--- src/hdl/fpsc_pkg.sv ---
// shared types and constants of the free partition sort and coalesce block
`timescale 1ns / 1ps

package fpsc_pkg;

    localparam int ID_W      = 16;
    localparam int ADDR_W    = 32;
    localparam int SIZE_W    = 32;
    localparam int CFG_IDX_W = 2;

    // configuration register indexes
    localparam logic [CFG_IDX_W-1:0] REG_SORT_BY_SIZE = 2'd0;
    localparam logic [CFG_IDX_W-1:0] REG_MERGE_ENABLE = 2'd1;

    // one stored free partition
    typedef struct packed {
        logic [ID_W-1:0]   id;
        logic [ADDR_W-1:0] addr;
        logic [SIZE_W-1:0] size;
    } part_t;

    // control of one sorted chain
    typedef struct packed {
        logic ins;
        logic pop;
    } chain_ctrl_t;

    // control of the emit and coalesce stage
    typedef struct packed {
        logic pop;
        logic first;
        logic last_pop;
        logic merge_mode;
        logic flush;
    } emit_ctrl_t;

endpackage

--- src/hdl/fpsc_emit.sv ---
// emit stage: coalesces adjacent partitions and drives the result word
`timescale 1ns / 1ps

module fpsc_emit
    import fpsc_pkg::*;
#(
    parameter int SUM_W = 37
)
(
    input  logic              clk,
    input  logic              rst_n,
    input  emit_ctrl_t        ctrl,
    input  part_t             head,
    input  logic              ovf,
    output logic              result_valid,
    output logic [ID_W-1:0]   out_id,
    output logic [ADDR_W-1:0] out_addr,
    output logic [SIZE_W-1:0] out_size,
    output logic              out_last,
    output logic              overflow
);

    logic [ID_W-1:0]   grp_id_reg,   grp_id_next;
    logic [ADDR_W-1:0] grp_addr_reg, grp_addr_next;
    logic [SUM_W-1:0]  grp_size_reg, grp_size_next;
    logic              valid_reg,    valid_next;
    logic [ID_W-1:0]   id_reg,       id_next;
    logic [ADDR_W-1:0] addr_reg,     addr_next;
    logic [SIZE_W-1:0] size_reg,     size_next;
    logic              last_reg,     last_next;
    logic              ovf_reg,      ovf_next;
    logic [SUM_W:0]    grp_end;
    logic              adjacent;
    logic [SIZE_W-1:0] grp_size_sat;

    // exact end of the running group, no wrap
    assign grp_end  = (SUM_W+1)'(grp_addr_reg) + (SUM_W+1)'(grp_size_reg);
    assign adjacent = grp_end == (SUM_W+1)'(head.addr);

    // saturate the grown size on output
    assign grp_size_sat = (grp_size_reg[SUM_W-1:SIZE_W] != '0) ? '1
                                                                : grp_size_reg[SIZE_W-1:0];

    always_comb
    begin
        grp_id_next   = grp_id_reg;
        grp_addr_next = grp_addr_reg;
        grp_size_next = grp_size_reg;
        valid_next    = 1'b0;
        id_next       = id_reg;
        addr_next     = addr_reg;
        size_next     = size_reg;
        last_next     = last_reg;
        ovf_next      = ovf_reg;
        if (ctrl.flush)
        begin
            // close the final group
            valid_next = 1'b1;
            id_next    = grp_id_reg;
            addr_next  = grp_addr_reg;
            size_next  = grp_size_sat;
            last_next  = 1'b1;
            ovf_next   = ovf;
        end
        else if (ctrl.pop && !ctrl.merge_mode)
        begin
            // plain sorted output
            valid_next = 1'b1;
            id_next    = head.id;
            addr_next  = head.addr;
            size_next  = head.size;
            last_next  = ctrl.last_pop;
            ovf_next   = ovf;
        end
        else if (ctrl.pop)
        begin
            if (!ctrl.first && adjacent)
            begin
                grp_size_next = grp_size_reg + SUM_W'(head.size);
            end
            else
            begin
                // emit the previous group unless this is the first entry
                if (!ctrl.first)
                begin
                    valid_next = 1'b1;
                    id_next    = grp_id_reg;
                    addr_next  = grp_addr_reg;
                    size_next  = grp_size_sat;
                    last_next  = 1'b0;
                    ovf_next   = ovf;
                end
                grp_id_next   = head.id;
                grp_addr_next = head.addr;
                grp_size_next = SUM_W'(head.size);
            end
        end
    end

    // result strobe
    always_ff @(posedge clk or negedge rst_n)
    begin
        if (!rst_n)
            valid_reg <= 1'b0;
        else
            valid_reg <= valid_next;
    end

    // group and result payload
    always_ff @(posedge clk)
    begin
        grp_id_reg   <= grp_id_next;
        grp_addr_reg <= grp_addr_next;
        grp_size_reg <= grp_size_next;
        id_reg       <= id_next;
        addr_reg     <= addr_next;
        size_reg     <= size_next;
        last_reg     <= last_next;
        ovf_reg      <= ovf_next;
    end

    assign result_valid = valid_reg;
    assign out_id       = id_reg;
    assign out_addr     = addr_reg;
    assign out_size     = size_reg;
    assign out_last     = last_reg;
    assign overflow     = ovf_reg;

endmodule

--- config.mk ---
export PLATFORM = sky130hd
export DESIGN_NAME = fpsc_emit
export DESIGN_NICKNAME = d
export VERILOG_FILES = /design/src/hdl/fpsc_pkg.sv /design/src/hdl/fpsc_emit.sv
export SDC_FILE = /design/constraint.sdc
export NUM_CORES = 1
export LEC_CHECK = 0
export BUFFER_PORTS_ARGS = -buffer_cell sky130_fd_sc_hd__buf_2
export CORE_MARGIN = 8
export CORE_UTILIZATION = 58
export DETAILED_ROUTE_END_ITERATION = 10
export PLACE_DENSITY_LB_ADDON = 0.2
export SYNTH_ARGS = -nofsm -noshare
export SYNTH_HDL_FRONTEND = slang
export SYNTH_SLANG_ARGS = --single-unit
--- constraint.sdc ---
create_clock -name clk -period 7.1 [get_ports clk]
set_input_delay 0.355 -clock clk [delete_from_list [all_inputs] [get_ports clk]]
set_output_delay 0.355 -clock clk [all_outputs]
set_load 0.03 [all_outputs]
==> impl_metrics.yaml <==
critical_path:
  arrival_ns: 4.92
  path_cells: "ha_1 > xnor2_1 > a311oi_1 > a222oi_1 > and4_1 > nand4_1 > nor4_1 > o211ai_1 > nor4_4 > nand4b_4 > buf_4 > mux2_4"
  cp-start-kind: "register"
  worst_ep_required_time_ns: 7.28
  critPathKind: "register to register"
  cp_slowest_cell: "xnor2_1"
  cp_max_fo: 23
  critPathBufInv: 1
  slowest_delay_ns: 0.56
  cp-end-kind: "register"
  crit_family: "simple AND/OR/NAND/NOR gates"
logic_synthesis:
  async_flop_share: 0.00595
  mappedNetlistArea_um2: 10800
  yosysSeqAreaShare: 0.466
  synth_edf_count: 166
  syn_area_per_cell_um2: 10.6
  ys_ff_latch: 168
  synth_ff_type: "edfxtp_1"
  yosysWarnings: 0
  synth_cells: 1020
  netlist-cell-type-count: 83
global_route:
  grt_pass1_vias: 8850
  gr-usage-all-layers: 0.258
  antenna_found_initial: 3
  use_met3: 0.0610
  grt_use_met1: 0.325
  grtUsageMet2: 0.434
  grt.overflow.total: 0
  grt_pass1_wl_um: 47700
  grt_max_degree: 82
  top_usage_layer: "met2"
sta:
  post-route-period-util: 0.666
  setup_viol: 0
  worst_slew_pin_slew_ns: 1.11
  rsz0062_at_grt: "false"
  fin_skew_ns: 0.0112
  finalCriticalPeriod_ns: 4.73
  slew_viol_final: 0
  relSlewSlack: 0.260
  fin_tns_setup_ns: 0
  hold_violations: 0
  fin_ws_ns: 2.37
  fmax_mhz: 211
floorplanning:
  rows: 50
  die_x_um: 152
  die_area_um2: 23200
  die_h_um: 152
  start_util: 0.585
  ios: 171
  coreArea_um2: 18500
layout:
  multi_input_area_um2: 5530
  instances_no_fill: 1424
  drive_gt1_frac: 0.231
  n_fill_cell: 1388
  synthToLayoutAreaGrowth_pct: 15.0
  largest_register_ffs: 37
  fin_nets: 1330
  regArea_um2: 5030
  fin_util: 0.672
pwr:
  max-vdd-ir-drop_mv: 0.163
  pwr-share-seq: 0.433
  total_leakage_power_nw: 4.98
  total_power_w: 0.00275
  power.switching_w: 0.000858
  pwr_density_cell_nw_per_um2: 221
  p_comb_frac: 0.228
  clkPwrFrac: 0.339
  swShare: 0.312
  internal_power_w: 0.00189
clock_network:
  hold_buffers: 1
  cts_resized: 0
  cts_buffer_depth: 2
  clkSlewWorstSetupHoldPaths_ns: 0.07
  clk_latency_ns: 0.43
  post_cts_buffers: 0
  cts_max_level: 4
  cts_sinks: 168
  tritoncts: "done"
  numCtsBuffers: 17
  cts-root-buf: "clkbuf_16"
status:
  outcome: "complete, no violations"
placed_design:
  portBuffers: 170
  hpwl_um: 22500
  place.gp.congestion: 0.929
  dp_cells: 1390
  pre_cts_ws_ns: 2.45
hold_path:
  hp-class: "primary input to register"
drt:
  post_drt_wl_per_cell_um: 21.2
  drt-total-wl_um: 30200
  drtPass1Iterations: 8
  drtIter0Drc: 701
  drcViolationCount: 0
  vias: 8823
  viasPerCell: 6.20
  ant_nets: 0
run:
  cap_violations: 0
## placed cells by master, fill, tap and decap left out, types with 9 or more instances in the layout
cell type	n
o211ai_1	13
edfxtp_1	166
nand2b_1	11
inv_1	18
o21a_1	17
clkbuf_16	17
buf_2	170
o21ai_1	9
nand3_1	17
nor2_1	55
nand2_1	188
mux2_4	26
xor2_1	20
a21oi_1	57
xnor2_1	50
a21o_1	14
o22a_1	31
nand4_1	19
nor3_1	17
ha_1	64
o21ai_0	35
## stage by stage
step	instance area [µm²]	hold slack, ns
final	12400	0.0975
after global routing	12400	0.0829
after CTS	12400	0.0816
after detailed placement	11800	0.130
after global placement	11800	0.130
after floorplan	10800	0.0594
## power by group through the flow
stage                     Clock (W)  Combinational [W]  Sequential [W]
after global placement            0           0.000611         0.00121
after floorplan                   0           0.000368         0.00128
after detailed placement          0           0.000616         0.00121
final                      0.000933           0.000625         0.00119
after global routing       0.000976           0.000680         0.00119
after CTS                  0.000941           0.000622         0.00119
## logic make-up (layout without fill, tap and decap cells)
family                   count (synthesis)  after routing  synth area share
AND/OR/NAND/NOR                        360            360             0.155
AO/OA/AOI/OAI                          254            254             0.166
flip-flops                             168            168             0.466
XOR/XNOR                                73             73            0.0613
adder cells (fa/ha/maj)                 66             66            0.0779
buffers and inverters                   59            226            0.0250
multiplexers                            39             39            0.0489
other                                    1              4          0.000347
## layout make-up
cell class                      count  area share
Antenna cell                        1    0.000202
Clock inverter                     14      0.0129
Inverter                           18     0.00545
Tap cell                          234      0.0236
Sequential cell                   168       0.405
Clock buffer                       18      0.0346
Timing Repair Buffer              176      0.0724
Multi-Input combinational cell    795       0.445
## worst register-to-register path, stage by stage, from the launching register on
cell	delay, ns
edfxtp_1	0.53
ha_1	0.43
xnor2_1	0.56
a311oi_1	0.14
a222oi_1	0.42
and4_1	0.25
nand4_1	0.09
nor4_1	0.32
o211ai_1	0.19
nor4_4	0.38
nand4b_4	0.38
buf_4	0.41
mux2_4	0.37
## Yosys cell counts (all sizes together) (8+ instances only)
cell	number	area, µm²
a21o	14	105
a21oi	65	355
a31oi	8	50.1
buf	21	128
clkbuf	20	75.1
edfxtp	166	4980
ha	64	801
inv	18	67.6
mux2	32	458
nand2	188	706
nand2b	11	68.8
nand3	18	90.1
nand4	21	144
nor2	57	214
nor3	17	85.1
nor4	9	86.3
o211ai	13	97.6
o21a	18	136
o21ai	45	229
o21bai	9	71.3
o22a	31	272
xnor2	51	454
xor2	22	208
## worst paths after layout
path / start / endpoint / slack [ns] / depth (start not counted)
min: ovf / overflow / 0.1 / 1
max: grp_size_reg[22] / grp_size_reg[6] / 2.37 / 12
max in group asynchronous: rst_n / result_valid / 6.79 / 2
max reg2reg: grp_size_reg[22] / grp_size_reg[6] / 2.37 / 12
min reg2reg: out_last / out_last / 0.50 / 2
min in group asynchronous: rst_n / result_valid / 0.23 / 2
## layer usage
metal,up-vias,share of wire
met5,-,0.00099
met4,6,0.022
met3,51,0.067
met2,317,0.48
met1,4315,0.43
li1,4134,-
Note: power is estimated with default switching activity, not from simulation.
